`src/rtl/qvbb_pkg.sv`:
```
package qvbb_pkg;

  localparam int CoordWidthDef = 32;
  localparam int AxesDef       = 3;
  localparam int MaxAxes       = 3;
  localparam int ExtW          = 64;   // widest supported coordinate

  localparam int CompW   = 32;
  localparam int CodeW   = 16;
  localparam int ScaleW  = 32;
  localparam int FieldW  = 32;
  localparam int DimsW   = 2;
  localparam int CfgIdxW = 3;

  // signed code times unsigned scale, then plus offset
  localparam int ProdW = CodeW + ScaleW + 1;
  localparam int SumW  = ProdW + 1;

  localparam logic [ScaleW-1:0] ScaleReset = ScaleW'(32'h0001_0000);
  localparam logic [DimsW-1:0]  DimsReset  = DimsW'(3);

  typedef enum logic [CfgIdxW-1:0] {
    CFG_MODE     = 3'd0,
    CFG_DIMS     = 3'd1,
    CFG_SCALE    = 3'd2,
    CFG_OFFSET_X = 3'd3,
    CFG_OFFSET_Y = 3'd4,
    CFG_OFFSET_Z = 3'd5
  } qvbb_cfg_idx_e;

  typedef struct packed {
    logic ld1;
    logic ld2;
  } qvbb_pipe_ctrl_t;

endpackage

```
`src/rtl/qvbb_lane.sv`:
```
module qvbb_lane import qvbb_pkg::*; #(
  parameter int COORD_WIDTH = CoordWidthDef
) (
  input  logic                          clk_i,
  input  qvbb_pipe_ctrl_t               ctrl_i,
  input  logic                          mode_i,
  input  logic                          used_i,
  input  logic signed [CompW-1:0]       comp_i,
  input  logic        [ScaleW-1:0]      scale_i,
  input  logic signed [FieldW-1:0]      offset_i,
  output logic signed [COORD_WIDTH-1:0] val_o
);

  localparam logic signed [COORD_WIDTH-1:0] CoordMax = {1'b0, {(COORD_WIDTH-1){1'b1}}};
  localparam logic signed [COORD_WIDTH-1:0] CoordMin = {1'b1, {(COORD_WIDTH-1){1'b0}}};

  logic signed [CodeW-1:0]       code;
  logic signed [ScaleW:0]        scale_s;
  logic signed [ProdW-1:0]       prod_d, prod_q;
  logic signed [CompW-1:0]       raw_q;
  logic                          used_q;
  logic signed [SumW-1:0]        sum;
  logic signed [SumW-1:0]        pick;
  logic signed [COORD_WIDTH-1:0] sat;
  logic signed [COORD_WIDTH-1:0] val_d, val_q;

  assign code    = comp_i[CodeW-1:0];
  assign scale_s = {1'b0, scale_i};
  assign prod_d  = code * scale_s;

  always_ff @(posedge clk_i) begin
    if (ctrl_i.ld1) begin
      prod_q <= prod_d;
      raw_q  <= comp_i;
      used_q <= used_i;
    end
  end

  assign sum  = SumW'(prod_q) + SumW'(offset_i);
  assign pick = mode_i ? sum : SumW'(raw_q);

  if (COORD_WIDTH >= SumW) begin : g_wide
    assign sat = COORD_WIDTH'(pick);
  end else begin : g_sat
    logic [SumW-COORD_WIDTH:0] top_bits;
    logic                      ovf;
    assign top_bits = pick[SumW-1:COORD_WIDTH-1];
    assign ovf      = !((&top_bits) || (~|top_bits));
    always_comb begin
      if (ovf) begin
        sat = pick[SumW-1] ? CoordMin : CoordMax;
      end else begin
        sat = pick[COORD_WIDTH-1:0];
      end
    end
  end

  assign val_d = used_q ? sat : '0;

  always_ff @(posedge clk_i) begin
    if (ctrl_i.ld2) begin
      val_q <= val_d;
    end
  end

  assign val_o = val_q;

endmodule

```
`config.mk`:
```
export PLATFORM = sky130hd
export DESIGN_NAME = qvbb_lane
export DESIGN_NICKNAME = d
export VERILOG_FILES = /design/src/rtl/qvbb_pkg.sv /design/src/rtl/qvbb_lane.sv
export SDC_FILE = /design/constraint.sdc
export NUM_CORES = 2
export LEC_CHECK = 0
export BUFFER_PORTS_ARGS = -buffer_cell sky130_fd_sc_hd__buf_2
export CAP_MARGIN = 20
export CORE_MARGIN = 1
export CORE_UTILIZATION = 60
export DETAILED_ROUTE_END_ITERATION = 8
export GPL_ROUTABILITY_DRIVEN = 0
export HOLD_SLACK_MARGIN = 0.06
export PLACE_DENSITY_LB_ADDON = 0.1
export SKIP_CTS_REPAIR_TIMING = 1
export SLEW_MARGIN = 40
export SYNTH_ARGS = -nofsm -noshare
export SYNTH_HDL_FRONTEND = slang
export SYNTH_SLANG_ARGS = --single-unit
```
`constraint.sdc`:
```
create_clock -name clk_i -period 12.7 [get_ports clk_i]
set_clock_uncertainty 0.15 [all_clocks]
set_input_delay 2.54 -clock clk_i [delete_from_list [all_inputs] [get_ports clk_i]]
set_output_delay 2.54 -clock clk_i [all_outputs]
set_load 0.05 [all_outputs]
```
-- After elaboration in Yosys (flattened, before gate mapping)
Index checks and enable logic that the tools add are counted.
- add/sub/neg operators: 1
- multipliers: 1
- muxes and demuxes: 3
- reductions and logical operators: 4
- operators by type and width (kind ; count):
    $mux 32 ; 2
    $add 49x32->50 ; 1
    $mux 50 ; 1
    $mul 16x33->49 ; 1
    $reduce_and 19->1 ; 1
    $reduce_or 19->1 ; 1
    $logic_not 1->1 ; 1
    $logic_or 1x1->1 ; 1
- register bits after elaboration: 114
- input bits: 101
- output and inout port bits: 32
- word-level logic and storage cells: 13

-- Logic depth before layout (Yosys ltp)
- depth after elaboration: 6
- depth in mapped cells: 27
- gate-level depth less buffers: 26

-- Least setup slack after synthesis
Ideal clock, no wire load.
- path type: in2reg
- start: input comp_i[7]
- end: register prod_q[48] (data pin)
- arrival: 8651 ps
- setup slack: 3638 ps
- stages: 26
- buffers on the path: 1
- cell sequence: clkbuf_1 -> nand2_1 -> fa_1 -> inv_1 -> fa_1 -> inv_1 -> fa_1 -> inv_1 -> fa_1 -> fa_1 -> inv_1 -> fa_1 -> inv_1 -> ha_1 -> a21o_1 -> a21o_1 -> a21o_1 -> a211oi_1 -> a21oi_1 -> a31oi_1 -> o31ai_1 -> a21oi_1 -> o21ai_0 -> a221oi_1 -> o21ai_0 -> xnor2_1
- cells in the longest elaborated chain, start to end: 1
- ends and longest elaborated chain (item ; line ; source):
    start: declaration ; qvbb_lane.sv:8 ; input logic signed [CompW-1:0] comp_i,
    $mul 16x33->49 ; qvbb_lane.sv:29 ; assign prod_d = code * scale_s;
    net prod_d[48] ; qvbb_lane.sv:19 ; logic signed [ProdW-1:0] prod_d, prod_q;
    end signal: assignment ; qvbb_lane.sv:33 ; prod_q <= prod_d;
    end: declaration ; qvbb_lane.sv:19 ;
The timed path passes the listed nets, and every way through them passes these cells.
A chain may end at the register's enable or synchronous reset.

-- Worst setup path after layout
Same ends and word-level chain as after synthesis.

==> flow_summary.ini <==
[worst_setup_path]
cp_slowest_stage_delay_ns = 0.63
cp-end-kind = register
cpMostUsedCell = fa_1
crit_path_max_fanout = 33
arrival_ns = 9.78
critPathLaunch = comp_i[7]
start_kind = primary input
required_ns = 12.72
critPathBufInv = 6
path_class = in -> reg
rr_startpoint = prod_q[0]
cp_slowest_cell = buf_2
path_delay_family = adder cells

[timing]
rsz0062_at_grt = false
fin_crit_sh = 0.7686
final.setup.tns_ns = 0
slew-limit-headroom = 0.3836
tightest_slew_ns = 0.9246
period_needed_ns = 9.761
fmax_mhz = 102.4
setup_viol = 0
finalHoldViolations = 0
slew_viol_final = 0

[logic_synthesis]
synthMuxAreaShare = 0.01538
synth-simple-area-share = 0.1600
syn_avg_cell_area_um2 = 9.158
async_flop_share = 0
yosys.area_share.xor_xnor = 0.03293
ys_types = 71
syn_nets = 3308
synth_fa_ha_area_frac = 0.4616
seq_area_frac_synth = 0.1446
synth_top_family_by_area = adder cells
synth-compound-area-share = 0.08530
syn_area_mm2 = 0.02367
netlist_instances = 2585
synth-edff-count = 114
ys_ff_latch = 114
synth_warnings = 0
ys_dominant_reg_cell = edfxtp_1

[clock_tree]
cts.sinks = 114
clock_path_buffers = 2
cts_tree = yes
cts.clk_slew.worst_paths_ns = 0.06
clock_tree.root_cell = clkbuf_16
cts_buffers = 17
cts_max_level = 4
clock_insertion_delay_worst_skew_ns = 0.43

[final_layout]
nets = 3349
ff_latch_area_mm2 = 0.003423
area_delta_synth_final_pct = 6.268
layout.cells.non_filler = 3163
drive_gt1_frac = 0.08033
num-fill-cells = 3253
multiInputGateArea_mm2 = 0.01788

[placed_design]
place_inst = 3125
dp_hpwl_mm = 44.92
port_buffers = 132

[global_route]
grt_pass1_vias = 18550
grt_util_all_layers = 0.3096
grt.overflow.total = 0
grt_first_pass_wirelength_mm = 97.92
grt_start_max_net_pins = 59
antenna_found_initial = 1

[floorplan]
core_area_mm2 = 0.03874
io_pins = 133
die_w_um = 200.6
rows = 72
dieArea_mm2 = 0.04025
die_y_um = 200.6
initial_utilization = 0.6111

[drt]
drc_errors = 0
drt_pre_antenna_iters = 5
drt_iter0_drc = 1208
vias = 17860
post_drt_wl_per_cell_um = 18.75
antenna_left = 0
vias_per_cell = 5.645
routed_wirelength_mm = 59.30

[min_path]
min_from = raw_q[20]
min_path_type = reg -> reg

[outcome]
outcome = completed

[run]
max_cap_violations = 0
layout by cell type, fill, tap and decap left out, drive strengths merged, types with 4 or more instances in the layout:
cell type,n
nand2b,24
nor2b,6
fa,419
or4,4
a31oi,11
and3,8
xnor2,64
nand3,16
o31ai,7
edfxtp,114
mux2,27
nand4,25
diode,6
and2,213
nor2,79
nor3,14
o211ai,14
mux2i,6
nor4,5
and4,6
or3,4
xor2,25
o21bai,11
inv,517
o21a,13
a21oi,96
buf,136
a21o,46
clkbuf,18
ha,203
a211oi,10
nand2,370
o21ai,82
clkinv,5
worst register-to-register path: stages, from the launching register on:
cell      delay [ns]
edfxtp_1        0.34
ha_1            0.20
inv_1           0.07
fa_1            0.40
nand2b_1        0.19
a21oi_1         0.19
o21ai_1         0.17
a31oi_1         0.49
a31oi_2         0.33
o31ai_2         0.43
a221oi_1        0.15
xnor2_1         0.19
nor4_1          0.31
nand4_1         0.16
nand3b_1        0.35
buf_4           0.29
o21ai_0         0.11
final timing paths:
kind                end  slack (ns)  depth (start not counted)
max          prod_q[48]        2.94                         26
min           val_o[20]        0.49                          2
max reg2reg    val_o[0]        7.92                         16
min reg2reg   val_o[20]        0.49                          2
flip-flops by register name, summed over array words and instances (netlist names):
name    flops
val_o      32
prod_q     49
raw_q      32
used_q      1
cells in the mapped netlist, types with 13 or more instances:
library cell | number | area share
a21o_1 | 46 | 0.015
a21oi_1 | 95 | 0.020
and2_1 | 212 | 0.056
clkbuf_1 | 104 | 0.016
edfxtp_1 | 114 | 0.14
fa_1 | 419 | 0.35
ha_1 | 203 | 0.11
inv_1 | 510 | 0.081
mux2_2 | 27 | 0.013
nand2_1 | 370 | 0.059
nand2b_1 | 24 | 0.0063
nand3_1 | 16 | 0.0034
nand4_1 | 25 | 0.0066
nor2_1 | 79 | 0.013
nor3_1 | 14 | 0.0030
o211ai_1 | 14 | 0.0044
o21a_1 | 13 | 0.0041
o21ai_0 | 47 | 0.0099
o21ai_1 | 34 | 0.0072
xnor2_1 | 64 | 0.024
xor2_1 | 25 | 0.0092
metrics by stage:
stage	cell area, um^2	hold WS (ns)	util	worst slack, ns
final	25160	0.4922	0.6495	2.939
after CTS	25140	0.4950	0.6489	2.985
after floorplan	23670	0.4364	-	3.638
after detailed placement	24560	0.4641	0.6340	2.533
after global placement	24540	0.4748	0.6336	2.612
after global routing	25140	0.5036	0.6491	2.486
cell type report:
type                       instances  area share
multi-input combinational       1847      0.7106
sequential                       114      0.1361
inverter                         510     0.07609
timing repair buffer             136     0.02800
tap                              518     0.02576
clock buffer                      18     0.01706
clock inverter                    14    0.005769
antenna                            6   0.0005968
cell families (layout without fill, tap and decap cells):
kind of cell               Yosys count  count (layout)
adders and majority gates          622             622
xor gates and xnor gates            89              89
muxes                               33              33
AOI/OAI and AO/OA                  319             319
other                                0               6
buffers and inverters              624             678
DFF                                114             114
and+or+nand+nor                    784             784
routing by layer:
metal	routed length (um)	global-route usage	up-vias
met3	5441	0.05942	78
met5	0	0	-
met4	989	0.07579	0
met2	27070	0.4905	784
li1	-	-	8161
met1	25800	0.4410	8832
Power is left out: the tool's default activity adds up to more than one toggle a clock period on the data nets, which glitch-free logic cannot reach.
