File: src/rtl/qvbb_pkg.sv
package qvbb_pkg;

  localparam int CoordWidthDef = 32;
  localparam int AxesDef       = 3;
  localparam int MaxAxes       = 3;
  localparam int ExtW          = 64;   // widest supported coordinate

  localparam int CompW   = 32;
  localparam int CodeW   = 16;
  localparam int ScaleW  = 32;
  localparam int FieldW  = 32;
  localparam int DimsW   = 2;
  localparam int CfgIdxW = 3;

  // signed code times unsigned scale, then plus offset
  localparam int ProdW = CodeW + ScaleW + 1;
  localparam int SumW  = ProdW + 1;

  localparam logic [ScaleW-1:0] ScaleReset = ScaleW'(32'h0001_0000);
  localparam logic [DimsW-1:0]  DimsReset  = DimsW'(3);

  typedef enum logic [CfgIdxW-1:0] {
    CFG_MODE     = 3'd0,
    CFG_DIMS     = 3'd1,
    CFG_SCALE    = 3'd2,
    CFG_OFFSET_X = 3'd3,
    CFG_OFFSET_Y = 3'd4,
    CFG_OFFSET_Z = 3'd5
  } qvbb_cfg_idx_e;

  typedef struct packed {
    logic ld1;
    logic ld2;
  } qvbb_pipe_ctrl_t;

endpackage

File: src/rtl/qvbb_if.sv


interface qvbb_box_if import qvbb_pkg::*; ();
  logic                     valid;
  logic                     ready;
  logic signed [FieldW-1:0] min_x;
  logic signed [FieldW-1:0] min_y;
  logic signed [FieldW-1:0] min_z;
  logic signed [FieldW-1:0] max_x;
  logic signed [FieldW-1:0] max_y;
  logic signed [FieldW-1:0] max_z;

  modport source (output valid, min_x, min_y, min_z, max_x, max_y, max_z, input ready);
  modport sink   (input valid, min_x, min_y, min_z, max_x, max_y, max_z, output ready);
endinterface


File: src/rtl/qvbb_merge.sv
module qvbb_merge import qvbb_pkg::*; #(
  parameter int COORD_WIDTH = CoordWidthDef,
  parameter int AXES        = AxesDef
) (
  input  logic                          clk_i,
  input  logic                          rst_ni,
  input  logic                          drain_i,
  input  logic                          last_i,
  input  logic signed [COORD_WIDTH-1:0] val_i [AXES],
  qvbb_box_if.source                    box_o
);

  localparam logic signed [COORD_WIDTH-1:0] CoordMax = {1'b0, {(COORD_WIDTH-1){1'b1}}};
  localparam logic signed [COORD_WIDTH-1:0] CoordMin = {1'b1, {(COORD_WIDTH-1){1'b0}}};

  logic signed [COORD_WIDTH-1:0] run_min_q [AXES];
  logic signed [COORD_WIDTH-1:0] run_max_q [AXES];
  logic signed [COORD_WIDTH-1:0] nmin [AXES];
  logic signed [COORD_WIDTH-1:0] nmax [AXES];
  logic signed [FieldW-1:0]      fmin [MaxAxes];
  logic signed [FieldW-1:0]      fmax [MaxAxes];
  logic signed [FieldW-1:0]      box_min_q [MaxAxes];
  logic signed [FieldW-1:0]      box_max_q [MaxAxes];
  logic                          out_valid_d, out_valid_q;

  always_comb begin
    for (int a = 0; a < AXES; a++) begin
      nmin[a] = (val_i[a] < run_min_q[a]) ? val_i[a] : run_min_q[a];
      nmax[a] = (val_i[a] > run_max_q[a]) ? val_i[a] : run_max_q[a];
    end
  end

  // result fields keep the low bits of the sign-extended coordinate
  for (genvar a = 0; a < MaxAxes; a++) begin : g_field
    if (a < AXES) begin : g_used
      logic signed [ExtW-1:0] ext_min, ext_max;
      assign ext_min = ExtW'(nmin[a]);
      assign ext_max = ExtW'(nmax[a]);
      assign fmin[a] = ext_min[FieldW-1:0];
      assign fmax[a] = ext_max[FieldW-1:0];
    end else begin : g_zero
      assign fmin[a] = '0;
      assign fmax[a] = '0;
    end
  end

  always_ff @(posedge clk_i or negedge rst_ni) begin
    if (!rst_ni) begin
      for (int a = 0; a < AXES; a++) begin
        run_min_q[a] <= CoordMax;
        run_max_q[a] <= CoordMin;
      end
    end else if (drain_i) begin
      for (int a = 0; a < AXES; a++) begin
        run_min_q[a] <= last_i ? CoordMax : nmin[a];
        run_max_q[a] <= last_i ? CoordMin : nmax[a];
      end
    end
  end

  always_comb begin
    out_valid_d = out_valid_q;
    if (drain_i && last_i) begin
      out_valid_d = 1'b1;
    end else if (box_o.ready) begin
      out_valid_d = 1'b0;
    end
  end

  always_ff @(posedge clk_i or negedge rst_ni) begin
    if (!rst_ni) begin
      out_valid_q <= 1'b0;
    end else begin
      out_valid_q <= out_valid_d;
    end
  end

  always_ff @(posedge clk_i) begin
    if (drain_i && last_i) begin
      box_min_q <= fmin;
      box_max_q <= fmax;
    end
  end

  assign box_o.valid = out_valid_q;
  assign box_o.min_x = box_min_q[0];
  assign box_o.min_y = box_min_q[1];
  assign box_o.min_z = box_min_q[2];
  assign box_o.max_x = box_max_q[0];
  assign box_o.max_y = box_max_q[1];
  assign box_o.max_z = box_max_q[2];

endmodule

File: src/flat_wrapper.sv
// flat-port wrapper written by rule: the top's interface ports become plain ports
module qvbb_merge_flat import qvbb_pkg::*;
#(
  parameter int COORD_WIDTH = CoordWidthDef,
  parameter int AXES        = AxesDef
)
  (clk_i, rst_ni, drain_i, last_i, val_i, box_o_valid, box_o_min_x, box_o_min_y, box_o_min_z, box_o_max_x, box_o_max_y, box_o_max_z, box_o_ready);
  qvbb_box_if box_o_i ();
  input  logic clk_i;
  input  logic rst_ni;
  input  logic drain_i;
  input  logic last_i;
  input  logic signed [COORD_WIDTH-1:0] val_i[AXES];
  output wire logic [$bits(box_o_i.valid)-1:0] box_o_valid;
  output wire logic [$bits(box_o_i.min_x)-1:0] box_o_min_x;
  output wire logic [$bits(box_o_i.min_y)-1:0] box_o_min_y;
  output wire logic [$bits(box_o_i.min_z)-1:0] box_o_min_z;
  output wire logic [$bits(box_o_i.max_x)-1:0] box_o_max_x;
  output wire logic [$bits(box_o_i.max_y)-1:0] box_o_max_y;
  output wire logic [$bits(box_o_i.max_z)-1:0] box_o_max_z;
  input wire logic [$bits(box_o_i.ready)-1:0] box_o_ready;
  assign box_o_valid = box_o_i.valid;
  assign box_o_min_x = box_o_i.min_x;
  assign box_o_min_y = box_o_i.min_y;
  assign box_o_min_z = box_o_i.min_z;
  assign box_o_max_x = box_o_i.max_x;
  assign box_o_max_y = box_o_i.max_y;
  assign box_o_max_z = box_o_i.max_z;
  assign box_o_i.ready = box_o_ready;
  qvbb_merge #(.COORD_WIDTH(COORD_WIDTH), .AXES(AXES)) u_core (.clk_i(clk_i), .rst_ni(rst_ni), .drain_i(drain_i), .last_i(last_i), .val_i(val_i), .box_o(box_o_i));
endmodule
File: config.mk
export PLATFORM = sky130hd
export DESIGN_NAME = qvbb_merge_flat
export DESIGN_NICKNAME = d
export VERILOG_FILES = /design/src/rtl/qvbb_pkg.sv /design/src/rtl/qvbb_if.sv /design/src/rtl/qvbb_merge.sv /design/src/flat_wrapper.sv
export SDC_FILE = /design/constraint.sdc
export NUM_CORES = 1
export LEC_CHECK = 0
export ABC_CLOCK_PERIOD_IN_PS = 3400
export BUFFER_PORTS_ARGS = -buffer_cell sky130_fd_sc_hd__buf_2
export CORE_AREA = 2 2 190 192
export DETAILED_ROUTE_END_ITERATION = 10
export DIE_AREA = 0 0 192 194
export PLACE_DENSITY_LB_ADDON = 0.2
export SETUP_SLACK_MARGIN = 0.4
export SKIP_LAST_GASP = 1
export SYNTH_ARGS = -nofsm -noshare
export SYNTH_HDL_FRONTEND = slang
export SYNTH_SLANG_ARGS = --single-unit
File: constraint.sdc
create_clock -name clk_i -period 3.4 [get_ports clk_i]
set_input_delay 0.68 -clock clk_i [delete_from_list [all_inputs] [get_ports clk_i]]
set_output_delay 0.68 -clock clk_i [all_outputs]
set_load 0.02 [all_outputs]
Yosys cells after proc, flatten, opt, wreduce, memory -nomap -nowiden
Cells that the tools add are included.

Register bits after elaboration: 385. Bits in latches: 0. Bits in writable memories: 0. Bits in read-only memories: 0. Input bits: 101. Output and inout port bits: 193. Logic and storage cells: 35. Memories: 0.

$add $sub $neg: 0. $mul: 0. Div/mod/pow operators: 0. Magnitude comparators: 6. Equality and inequality tests: 0. Shifts and indexed selects: 0. Mux-type cells: 14. Bitwise gates (word level): 0. Reduce and logical (&&, ||, !) cells: 2.

Operator list (count): 32-bit two-way mux (12); 32-bit greater-than comparator (3); 32-bit less-than comparator (3); 1-bit two-way mux (2); 2-bit nonzero test (1); 1-bit logical AND (1).

Longest topological paths before layout
Gate-level depths: netlist (run 1).

Depth in word-level cells: 3. Gate-level depth with buffers: 11. Gate-level depth less buffers: 9.

Least setup slack after synthesis (run 1)
OpenSTA, ideal clock, no wires.

Path kind: input port to flip-flop. Start: in drain_i. End: reg u_core.run_max_q[10] in the netlist's numbering. Library setup time: 0.121 ns. Arrival time: 7.125 ns. Required time: 3.279 ns. Path slack: -3.846 ns. Stages on the path: 7. Path buffers: 3. Path through: clkbuf_1 -> and2_1 -> clkbuf_1 -> a41oi_1 -> o21a_1 -> buf_1 -> a22o_1.

RTL lines: start: declaration (line flat_wrapper.sv:11) `input logic drain_i;`; end signal: indexed assignment (line qvbb_merge.sv:51) `run_max_q[a] <= CoordMin;`; end signal: indexed assignment (line qvbb_merge.sv:56) `run_max_q[a] <= last_i ? CoordMin : nmax[a];`; end: declaration (line qvbb_merge.sv:17) `logic signed [COORD_WIDTH-1:0] run_max_q [AXES];`.

==> results of run 1 <==
==> area by class of cell <==
| type | count | area, sq um |
|---|---|---|
| antenna | 8 | 20.0 |
| tap | 461 | 577 |
| sequential | 385 | 10700 |
| multi-input combinational | 963 | 8570 |
| fill | 2461 | 10500 |
| timing repair buffer | 405 | 2790 |
| clock inverter | 12 | 80.1 |
| inverter | 201 | 757 |
| clock buffer | 66 | 1260 |
==> layer usage <==
layer | vias up | share of wire [%] | GRT usage, %
met5 | - | 0.039 | 0
met4 | 4 | 3.8 | 10.3
met3 | 125 | 6.7 | 5.38
met2 | 511 | 46 | 41.8
met1 | 7210 | 43 | 36.6
li1 | 6804 | - | -
==> synthesized netlist by cell type (7+ instances only) <==
master / number / area, sq um
sky130_fd_sc_hd__mux2_4: 27 / 405
sky130_fd_sc_hd__mux2_2: 100 / 1130
sky130_fd_sc_hd__inv_1: 201 / 754
sky130_fd_sc_hd__nor2_1: 17 / 63.8
sky130_fd_sc_hd__a22o_1: 62 / 543
sky130_fd_sc_hd__clkbuf_1: 29 / 109
sky130_fd_sc_hd__a21oi_1: 81 / 405
sky130_fd_sc_hd__nand3_1: 11 / 55.1
sky130_fd_sc_hd__buf_2: 22 / 110
sky130_fd_sc_hd__nand4_1: 35 / 219
sky130_fd_sc_hd__o22a_1: 93 / 815
sky130_fd_sc_hd__o211ai_1: 7 / 52.6
sky130_fd_sc_hd__o21a_1: 10 / 75.1
sky130_fd_sc_hd__a21o_1: 13 / 97.6
sky130_fd_sc_hd__edfxtp_1: 192 / 5770
sky130_fd_sc_hd__nand2_1: 113 / 424
sky130_fd_sc_hd__a32o_1: 31 / 310
sky130_fd_sc_hd__buf_1: 11 / 41.3
sky130_fd_sc_hd__dfstp_2: 96 / 2520
sky130_fd_sc_hd__nor4_1: 8 / 50.1
sky130_fd_sc_hd__dfrtp_1: 97 / 2430
sky130_fd_sc_hd__ha_1: 189 / 2360
sky130_fd_sc_hd__o21ai_0: 87 / 435
==> flip-flops by register name, indices dropped and copies added, names as in the netlist <==
name	cells
u_core.box_o.min_y	32
u_core.box_o.max_z	32
u_core.run_min_q	96
u_core.run_max_q	96
u_core.box_o.max_x	32
u_core.box_o.max_y	32
u_core.box_o.valid	1
u_core.box_o.min_z	32
u_core.box_o.min_x	32
==> power by group through the flow <==
stage	clock, mW	combinational, mW	sequential [mW]
2_1_floorplan	0	3.06	6.84
3_3_place_gp	0	4.86	6.55
3_5_place_dp	0	5.01	6.57
4_1_cts	4.50	5.31	6.49
5_1_grt	4.68	6.39	6.59
6_report	4.43	5.90	6.52
==> logic make-up after synthesis <==
logic type      after synthesis  synth area share [%]
buf+inv                     269                  5.39
mux                         130                  7.85
compound gates              428                  15.7
fa+ha+maj                   189                  11.9
flops                       385                  53.9
simple gates                216                  5.22
==> cell usage in the layout, fill, tap and decap left out, drive strengths merged, types with 3 or more instances in the layout <==
cell and instances:
nand3 11, o311ai 3, a22o 62, a32o 31, inv 201, ha 189
o211ai 7, nand2b 6, a211oi 3, diode 8, nand2 113, mux2 127
nor3b 3, edfxtp 192, o21ai 88, mux2i 3, o31a 4, dfstp 96
nor3 6, and4 5, clkinv 11, a2111oi 4, dfrtp 97, clkbuf 73
nand4 36, o22a 93, nor2b 4, a221oi 4, nor4 8, buf 398
nor2 18, a21oi 81, a21o 13, o21a 10
==> critical path, cell delays in order, from the launching register on <==
cell and delay, ns:
sky130_fd_sc_hd__dfstp_2 0.55, sky130_fd_sc_hd__inv_2 0.05, sky130_fd_sc_hd__ha_4 0.26, sky130_fd_sc_hd__nand4_1 0.10, sky130_fd_sc_hd__or4_1 0.56, sky130_fd_sc_hd__o211a_1 0.28
sky130_fd_sc_hd__o31a_1 0.33, sky130_fd_sc_hd__nor2_4 0.18, sky130_fd_sc_hd__buf_6 0.16, sky130_fd_sc_hd__buf_12 0.14, sky130_fd_sc_hd__mux2_4 0.31
==> repair_timing <==
action,in CTS,in global routing
pin swaps,3,26
cloned,3,7
gates resized for setup,27,69
setup buffers,12,18
setup endpoints to repair,112,187
endpoints found under the hold margin,0,0
==> stage by stage <==
stage / power (mW) / instance area [sq um] / hold WS [ns] / instances
floorplan: 9.90 / 20000 / 0.384 / 1617
global placement: 11.4 / 22500 / 0.460 / 2375
detailed placement: 11.6 / 22500 / 0.476 / 2375
CTS: 16.3 / 24200 / 0.241 / 2468
global route: 17.7 / 24800 / 0.273 / 2499
finish: 16.8 / 24800 / 0.229 / 2501
==> worst min path at each step <==
stage / depth (start not counted) / endpoint / start / slack [ns]
floorplan: 0 / u_core.box_o.valid / rst_ni / 0.38
global placement: 1 / u_core.box_o.valid / u_core.box_o.valid / 0.46
detailed placement: 1 / u_core.box_o.valid / u_core.box_o.valid / 0.48
CTS: 1 / u_core.run_max_q[43] / rst_ni / 0.24
global route: 1 / u_core.run_max_q[43] / rst_ni / 0.27
finish: 1 / u_core.run_max_q[43] / rst_ni / 0.23
==> metrics, run 1 <==
status finished clean; Crit Path Category flip-flop to flip-flop; Clk Tree Root Cell sky130_fd_sc_hd__clkbuf_16; maximum buffer depth of the clock tree 3; Gate power share a little over a third; max-slew violation total from the final report 0; cell area after synthesis 19900 sq um; Hold Fails Final Rpt 0; distinct cell type count of the synthesized netlist between 60 and 70; Critical Path Sink Type flip-flop; P_sw 5.36 mW; Max IR drop VDD approximately 0.46 mV; Register-to-Register Path Depth 10; clock tree from TritonCTS built; Required @ worst endpoint between 3 and 4 ns; crit share post-route between 90% and 100%; clock slew at the register clock pins of the worst setup and hold paths ~0.060 ns; Std-Cell Core Area 35200 sq um; vias in the first global route 14399; worst slew pin tran between 0.7 and 0.8 ns; final period demand of the worst path approximately 3.2 ns; switching share of power 31.8%; Mapped Avg Cell Area 12.3 sq um; total number of nets in the final design approximately 2300; DRC violation count after routing 0; Critical Path Source Type flip-flop; proportion of synthesized chip area in sequential cells between 50% and 60%; pwr/cell area about 680 nW/um^2; final routed wirelength across all metal layers 51.8 mm; leakage power around 11 nW; All-Layer GR Usage a little over a quarter; Avg Vias per Cell roughly 5.9; Mapped Nets between 1500 and 2000; Setup TNS Final 0 ns; violation count after the first detailed-route iteration 940; number of placement rows 69; final routed wire length divided by cell count between 20 and 25 um; type of the tightest min-delay check primary input to asynchronous set/reset pin; timing startpoint of the critical path u_core.run_min_q[46]; starting density of the core between 50% and 60%; signed area change from the synthesized netlist to the final layout 24.6%; fraction of power consumed by the clock network between 20% and 30%; number of violations of the max-capacitance limit 0; via count ~15000; worst rel slew slack a little under half; post-layout worst setup margin 0.228 ns; quantity of I/O buffers inserted on ports 293; Synth Register Bits just under 400; total clock buffers created by CTS 42; routability cong. roughly 0.86; Main synth FF type sky130_fd_sc_hd__edfxtp_1; maximum clock frequency roughly 320 MHz; first-pass iteration count of the detailed router 5; Setup Viol. Count Final 0; maximum fanout encountered on the critical timing path 5; number of synthesized flops with an enable pin approximately 190; beginning of the worst register-to-register path u_core.run_min_q[46]; HPWL Detailed around 35 mm; wire length of the first global-routing pass approximately 80 mm; reg-to-reg slack, setup roughly 0.23 ns; share of layout cells above drive strength 1 a little under two fifths; endpoint arrival time on the critical path approximately 3.5 ns; final standard cell utilization of the core between 70% and 80%; Die Ht ~190 um; H-tree Lvls 2; Clock Sinks just under 400; antenna violations before repair 10; Sequential Power Share 38.7%; Clk Latency, worst-skew pair about 0.54 ns; worst setup path endpoint u_core.box_o.min_y[30]; end of the worst register-to-register path u_core.box_o.min_y[30]; post-placement worst setup slack -0.0497 ns; maximum number of pins on one net before global-route repair 85; remaining number of nets flagged by the antenna check after routing 0; count of hold buffers inserted by post-cts repair 0; overall die area around 37000 sq um; RSZ-0062 raised after global routing yes; Post-synth ARST share 50.1%; GR Overflow Total 0; number of top-level pins about 300; Int Power 11.5 mW; number of warnings printed during yosys synthesis 0; Die Width ~190 um; worst-case clock skew approximately 0.010 ns; synthesized netlist cell count 1617
Power figures use the tool's default switching activity.
==> run 2, diff against run 1 <==
Settings changed: ABC_CLOCK_PERIOD_IN_PS 3400 to 3600, CORE_AREA 2 2 190 192 to 2 2 159 238, DIE_AREA 0 0 192 194 to 0 0 161 240.
Clock period 3.4 ns to 3.6 ns, I/O delays scaled along.
==> run 2 against run 1 <==
Against the previous run: setup slack gained 0.19 ns; first-iteration DRC count shrank 20%; via count decreased by 3.6%; largest power group unchanged; critical path depth unchanged; combinational power down 19%; core utilization down 5.1 points; maximum frequency is 0.41% lower; critical endpoint is now u_core.box_o.min_y[24].
==> metrics, run 2 (synthesis results as in run 1) <==
max-slew violation total from the final report 0 (unchanged); timing startpoint of the critical path u_core.run_min_q[42]; Std-Cell Core Area 36600 sq um (+3.9%); crit-path cells inv_1 > ha_1 > nand4_1 > or4_1 > o211a_1 > o31a_1 > nor2_4 > buf_12 > clkbuf_16 > mux2_2; clock slew at the register clock pins of the worst setup and hold paths 0.06 ns (about the same); largest registers ranked by flip-flop count u_core.run_max_q: 96 flops, u_core.run_min_q: 96 flops; maximum clock frequency 314 MHz (-0.41%); Required @ worst endpoint 3.88 ns (+0.19 ns); maximum number of pins on one net before global-route repair 95 (+12%); crit share post-route 88.5% (-4.8 points); violation count after the first detailed-route iteration 756 (-20%); worst rel slew slack 43.5% (-4.2 points); final routed wire length divided by cell count 19.7 um (-4.7%); HPWL Detailed 34.3 mm (-0.62%); cell total after placement 2377 (+0.084%); number of top-level pins 294 (unchanged); RSZ-0062 raised after global routing yes; via count 14124 (-3.6%); quantity of I/O buffers inserted on ports 293 (unchanged); pwr/cell area 642 nW/um^2 (-5.5%); Cell Count, Final, Fillers Out 2455 (-1.8%); end of the worst register-to-register path u_core.box_o.min_y[24]; Max stage delay cell, worst path sky130_fd_sc_hd__dfstp_2; final period demand of the worst path 3.19 ns (+0.0131 ns); status finished clean; signed area change from the synthesized netlist to the final layout 20.0%; remaining number of nets flagged by the antenna check after routing 0 (unchanged); Hold Fails Final Rpt 0 (unchanged); vias in the first global route 14407 (+0.056%); Die Width 161 um (-16%); beginning of the worst register-to-register path u_core.run_min_q[42]; Die Ht 240 um (+24%); Avg Vias per Cell 5.75 (-1.8%); worst slew pin tran 0.848 ns (+0.0629 ns); Register-to-Register Path Depth 10 (unchanged); clock tree from TritonCTS built; total number of nets in the final design 2228 (-2.6%); number of placement rows 86 (+25%); worst-case clock skew 0.0214 ns (+0.0110 ns); count of hold buffers inserted by post-cts repair 0 (unchanged); reg-to-reg slack, setup 0.41 ns (+0.19 ns); starting density of the core 54.3% (-2.1 points); post-route worst hold slack 0.247 ns (+0.0182 ns); GR Overflow Total 0 (unchanged); leakage power 10.7 nW (-4.4%); Critical Path Sink Type flip-flop; Clk Tree Root Cell sky130_fd_sc_hd__clkbuf_16; DRC violation count after routing 0 (unchanged); final standard cell utilization of the core 65.2% (-5.1 points); maximum fanout encountered on the critical timing path 5 (unchanged); delay contributed by the slowest stage of the critical path 0.54 ns (-0.02 ns); H-tree Lvls 2 (unchanged); share of layout cells above drive strength 1 33.4% (-3.3 points); final routed wirelength across all metal layers 48.4 mm (-6.5%); type of the tightest min-delay check primary input to asynchronous set/reset pin; Setup Viol. Count Final 0 (unchanged); post-placement worst setup slack 0.0470 ns (+0.0966 ns); commonest cells after routing, fill and taps aside sky130_fd_sc_hd__buf_2, sky130_fd_sc_hd__inv_1, sky130_fd_sc_hd__edfxtp_1, sky130_fd_sc_hd__ha_1, sky130_fd_sc_hd__nand2_1; overall die area 38600 sq um (+3.7%); routability cong. 0.859 (-0.66%); Clock Sinks 385 (unchanged); All-Layer GR Usage 24.7% (-2.0 points); Critical Path Source Type flip-flop; Max IR drop VDD 0.508 mV (+9.3%); first-pass iteration count of the detailed router 5 (unchanged); endpoint arrival time on the critical path 3.47 ns (about the same); antenna violations before repair 6 (-4); most common library cell in the layout ignoring fill and taps sky130_fd_sc_hd__buf_2; total clock buffers created by CTS 39 (-7.1%); post-layout worst setup margin 0.415 ns (+0.187 ns); number of violations of the max-capacitance limit 0 (unchanged); Clk Latency, worst-skew pair 0.55 ns (about the same); Setup TNS Final 0 ns (unchanged); filler instances 2816 (+14%); wire length of the first global-routing pass 75.5 mm (-3.2%); Crit Path Category flip-flop to flip-flop; maximum buffer depth of the clock tree 3 (unchanged)
[run 2: cell count changes in the layout (fill, tap and decap cells not counted), moves of 8 or more]
cell                       before  now
sky130_fd_sc_hd__buf_4         69   36
sky130_fd_sc_hd__buf_6         13    1
sky130_fd_sc_hd__clkbuf_1      15    7
sky130_fd_sc_hd__ha_1         173  184
sky130_fd_sc_hd__ha_4          16    5
sky130_fd_sc_hd__inv_1        190  201
sky130_fd_sc_hd__inv_2         10    0
sky130_fd_sc_hd__mux2_2        75  100
sky130_fd_sc_hd__mux2_4        52   27
[run 2: routing by layer]
layer	GRT usage [%]	up-vias	share of wire (%)
li1	-	6674	-
met2	43.6	377	51
met4	9.50	4	3.6
met5	0	-	0.056
met3	4.59	99	5.3
met1	30.0	6970	40
[run 2: report_power, final]
group	total, mW	leakage, nW	internal, mW	switching, mW
Combinational	4.75	5.94	2.09	2.66
Sequential	6.14	4.09	5.75	0.387
Clock	4.44	0.687	2.71	1.73
[run 2: cell type report]
type | instances | area, sq um | area share [%]
well taps | 484 | 606 | 2.54
diodes | 3 | 7.51 | 0.0315
clock buffers | 56 | 1170 | 4.92
flip-flops and latches | 385 | 10700 | 44.9
multi-input cells | 963 | 8250 | 34.5
repair buffers | 348 | 2120 | 8.89
inverters | 201 | 754 | 3.16
clock inverters | 15 | 241 | 1.01
[run 2: timing repair]
item,4_1_cts,5_1_grt
setup endpoints to repair,0,117
gates resized for setup,0,13
setup buffers,0,1
[run 2: worst max path at each step]
stage                        endpoint  slack, ns  cells past startpoint
3_5_place_dp   u_core.box_o.max_y[21]       0.05                     10
4_1_cts        u_core.box_o.max_x[25]       0.44                     10
3_3_place_gp   u_core.box_o.max_y[20]       0.13                     10
5_1_grt         u_core.box_o.min_y[0]       0.35                     10
6_report       u_core.box_o.min_y[24]       0.41                     10
2_1_floorplan  u_core.box_o.max_y[10]       0.43                      9
[run 2: through the flow]
stage               power [mW]  cell area, sq um
floorplan                 9.32             19900
global placement          10.7             22200
detailed placement        10.8             22200
CTS                       15.3             23700
global route              16.1             23900
finish                    15.3             23900
[run 2: critical path, delay by kind of cell, from the launching register on]
kind,cells,cell delay (ns)
adder cells (fa/ha/maj),1,0.30
AND/OR/NAND/NOR,3,0.82
multiplexers,1,0.33
AO/OA/AOI/OAI,2,0.57
buffers and inverters,3,0.35
flip-flops,1,0.54
==> run 3, diff against run 2 <==
Settings changed: BUFFER_PORTS_ARGS -buffer_cell sky130_fd_sc_hd__buf_2 to unset, CORE_AREA 2 2 159 238 to 2 2 194 196, DIE_AREA 0 0 161 240 to 0 0 196 198, DONT_BUFFER_PORTS set to 1.
==> run 3 against run 2 <==
Against the previous run: hold slack got worse by 0.15 ns; critical endpoint is now u_core.box_o.min_y[29]; wire length rose by 3.1%; via count is 7.8% lower; core utilization down 3.7 points; clock power grew 2%; setup slack improved by 0.0078 ns; sequential power increased by 7.0%; flip-flop and latch count is the same.
==> metrics, run 3 (synthesis results as in run 1) <==
total number of nets in the final design 1960 (-12%); end of the worst register-to-register path u_core.box_o.min_y[29]; antenna violations before repair 0 (-6); maximum number of pins on one net before global-route repair 100 (+5.3%); routability cong. 0.819 (-4.7%); total clock buffers created by CTS 43 (+10%); number of placement rows 71 (-17%); max-slew violation total from the final report 0 (unchanged); Die Ht 198 um (-18%); post-route worst hold slack 0.0982 ns (-0.149 ns); overall die area 38800 sq um (+0.43%); maximum fanout encountered on the critical timing path 13 (+8); Gate power share 27.5% (-3.5 points); sequential cell area 10700 sq um (unchanged); share of layout cells above drive strength 1 22.9% (-11 points); signed area change from the synthesized netlist to the final layout 14.4%; starting density of the core 53.8% (-0.54 points); Max IR drop VDD 0.466 mV (-8.1%); largest registers ranked by flip-flop count u_core.run_max_q: 96 flops, u_core.run_min_q: 96 flops; Critical Path Source Type flip-flop; worst path buffer plus inverter count 3 (unchanged); number of violations of the max-capacitance limit 0 (unchanged); Crit Path Category flip-flop to flip-flop; first-pass iteration count of the detailed router 5 (unchanged); Critical Path Sink Type flip-flop; Sequential Power Share 42.9% (+2.9 points); via count 13024 (-7.8%); area of the multi-input gates 8330 sq um (+0.97%); DRC violation count after routing 0 (unchanged); Max stage delay cell, worst path sky130_fd_sc_hd__dfstp_2; crit share post-route 88.3% (-0.22 points); P_sw 4.72 mW (-1.1%); All-Layer GR Usage 25.5% (+0.86 points); met2 Use GR 40.6% (-3.0 points); vias in the first global route 13063 (-9.3%); number of top-level pins 294 (unchanged); filler instances 2895 (+2.8%); status finished clean; Int Power 10.6 mW (+0.38%); delay contributed by the slowest stage of the critical path 0.54 ns (about the same); clock slew at the register clock pins of the worst setup and hold paths 0.06 ns (about the same); type of the tightest min-delay check primary input to asynchronous set/reset pin; endpoint arrival time on the critical path 3.49 ns (+0.02 ns); post-layout worst setup margin 0.422 ns (+0.00782 ns); beginning of the worst register-to-register path u_core.run_min_q[43]; worst slew pin tran 0.916 ns (+0.0684 ns); remaining number of nets flagged by the antenna check after routing 0 (unchanged); quantity of I/O buffers inserted on ports 0 (-100%); worst rel slew slack 38.7% (-4.8 points); pwr/cell area 673 nW/um^2 (+4.8%); Required @ worst endpoint 3.91 ns (+0.03 ns); Hold Fails Final Rpt 0 (unchanged); Std-Cell Core Area 37000 sq um (+1.0%); reg-to-reg slack, setup 0.42 ns (about the same); Clock Sinks 385 (unchanged); switching share of power 30.8% (-0.32 points); antenna fix cells 0 (-3); Register-to-Register Path Depth 10 (unchanged); clock tree from TritonCTS built; final period demand of the worst path 3.18 ns (-0.00782 ns); crit-path cells inv_2 > ha_4 > nand4_1 > or4_1 > o211a_1 > o31a_1 > nor2_4 > buf_4 > buf_12 > mux2_2; Die Width 196 um (+22%); Clk Tree Root Cell sky130_fd_sc_hd__clkbuf_16; Setup Viol. Count Final 0 (unchanged); most common library cell in the layout ignoring fill and taps sky130_fd_sc_hd__inv_1; met3 usage 7.39% (+2.8 points); H-tree Lvls 2 (unchanged); post-placement worst setup slack 0.102 ns (+0.0552 ns); HPWL Detailed 32.6 mm (-5.0%); top cell family by delay on the critical path simple AND/OR/NAND/NOR gates; final routed wirelength across all metal layers 49.9 mm (+3.1%); final routed wire length divided by cell count 22.9 um (+16%); GRT Max-Usage Layer met2; Setup TNS Final 0 ns (unchanged); Clk Latency, worst-skew pair 0.57 ns (+0.02 ns); RSZ-0062 raised after global routing yes; maximum clock frequency 315 MHz (+0.25%); commonest cells after routing, fill and taps aside sky130_fd_sc_hd__inv_1, sky130_fd_sc_hd__edfxtp_1, sky130_fd_sc_hd__ha_1, sky130_fd_sc_hd__nand2_1, sky130_fd_sc_hd__dfrtp_1; GR Overflow Total 0 (unchanged); fraction of power consumed by the clock network 29.6% (+0.6 points); leakage power 9.73 nW (-9.3%); Avg Vias per Cell 5.98 (+3.9%); worst-case clock skew 0.0143 ns (-0.00711 ns); wire length of the first global-routing pass 75.7 mm (+0.30%); maximum buffer depth of the clock tree 3 (unchanged); met1 layer usage reported by global route 33.3% (+3.3 points); violation count after the first detailed-route iteration 779 (+3.0%)
[run 3: worst register-to-register path, stage by stage (launching register included)]
cell	delay [ns]
sky130_fd_sc_hd__dfstp_2	0.54
sky130_fd_sc_hd__inv_2	0.05
sky130_fd_sc_hd__ha_4	0.26
sky130_fd_sc_hd__nand4_1	0.15
sky130_fd_sc_hd__or4_1	0.54
sky130_fd_sc_hd__o211a_1	0.28
sky130_fd_sc_hd__o31a_1	0.30
sky130_fd_sc_hd__nor2_4	0.15
sky130_fd_sc_hd__buf_4	0.14
sky130_fd_sc_hd__buf_12	0.15
sky130_fd_sc_hd__mux2_2	0.37
[run 3: routing by layer]
layer,part of all wire (%),routed length (um)
met5,0,0
met4,3.4,1700
met3,6.6,3280
met2,46,22800
met1,44,22100
[run 3: how the worst max path moves through the flow]
stage	from	end	slack, ns	depth (start not counted)
6_report	u_core.run_min_q[43]	u_core.box_o.min_y[29]	0.42	10
2_1_floorplan	val_i[62]	u_core.box_o.max_y[10]	0.43	9
5_1_grt	u_core.run_min_q[43]	u_core.box_o.min_y[25]	0.37	10
4_1_cts	u_core.run_min_q[46]	u_core.box_o.min_y[20]	0.39	11
3_3_place_gp	val_i[62]	u_core.box_o.max_y[30]	0.19	10
3_5_place_dp	val_i[62]	u_core.box_o.max_y[30]	0.10	10
[run 3: power groups by stage]
stage,clock network [mW],registers (mW),logic [mW]
final,4.54,6.57,4.21
after global routing,4.78,6.65,4.67
after CTS,4.63,6.57,4.13
after detailed placement,0,6.64,3.85
after global placement,0,6.63,3.75
after floorplan,0,6.46,2.86
[run 3: cell type report]
cell class | instances | share of cell area, %
repair buffers | 76 | 3.98
multi-input cells | 963 | 36.6
well taps | 474 | 2.61
clock inverters | 23 | 1.14
clock buffers | 56 | 5.26
flip-flops and latches | 385 | 47.1
inverters | 201 | 3.32
[run 3: stage by stage]
stage	area (sq um)	cells	power, mW	util (%)
6_report	22700	2178	15.3	61.6
5_1_grt	22700	2178	16.1	61.6
4_1_cts	22600	2174	15.3	61.2
3_5_place_dp	20700	2070	10.5	56.1
3_3_place_gp	20700	2070	10.4	56.1
2_1_floorplan	19900	1617	9.32	-
[run 3: what timing repair did]
action | in CTS | in global routing
hold endpoints to repair | 99 | 0
pin swaps | 2 | 9
endpoints found under the setup margin | 45 | 118
setup buffers | 15 | 3
hold buffers | 8 | 0
resized for setup | 20 | 14
cloned | 2 | 1
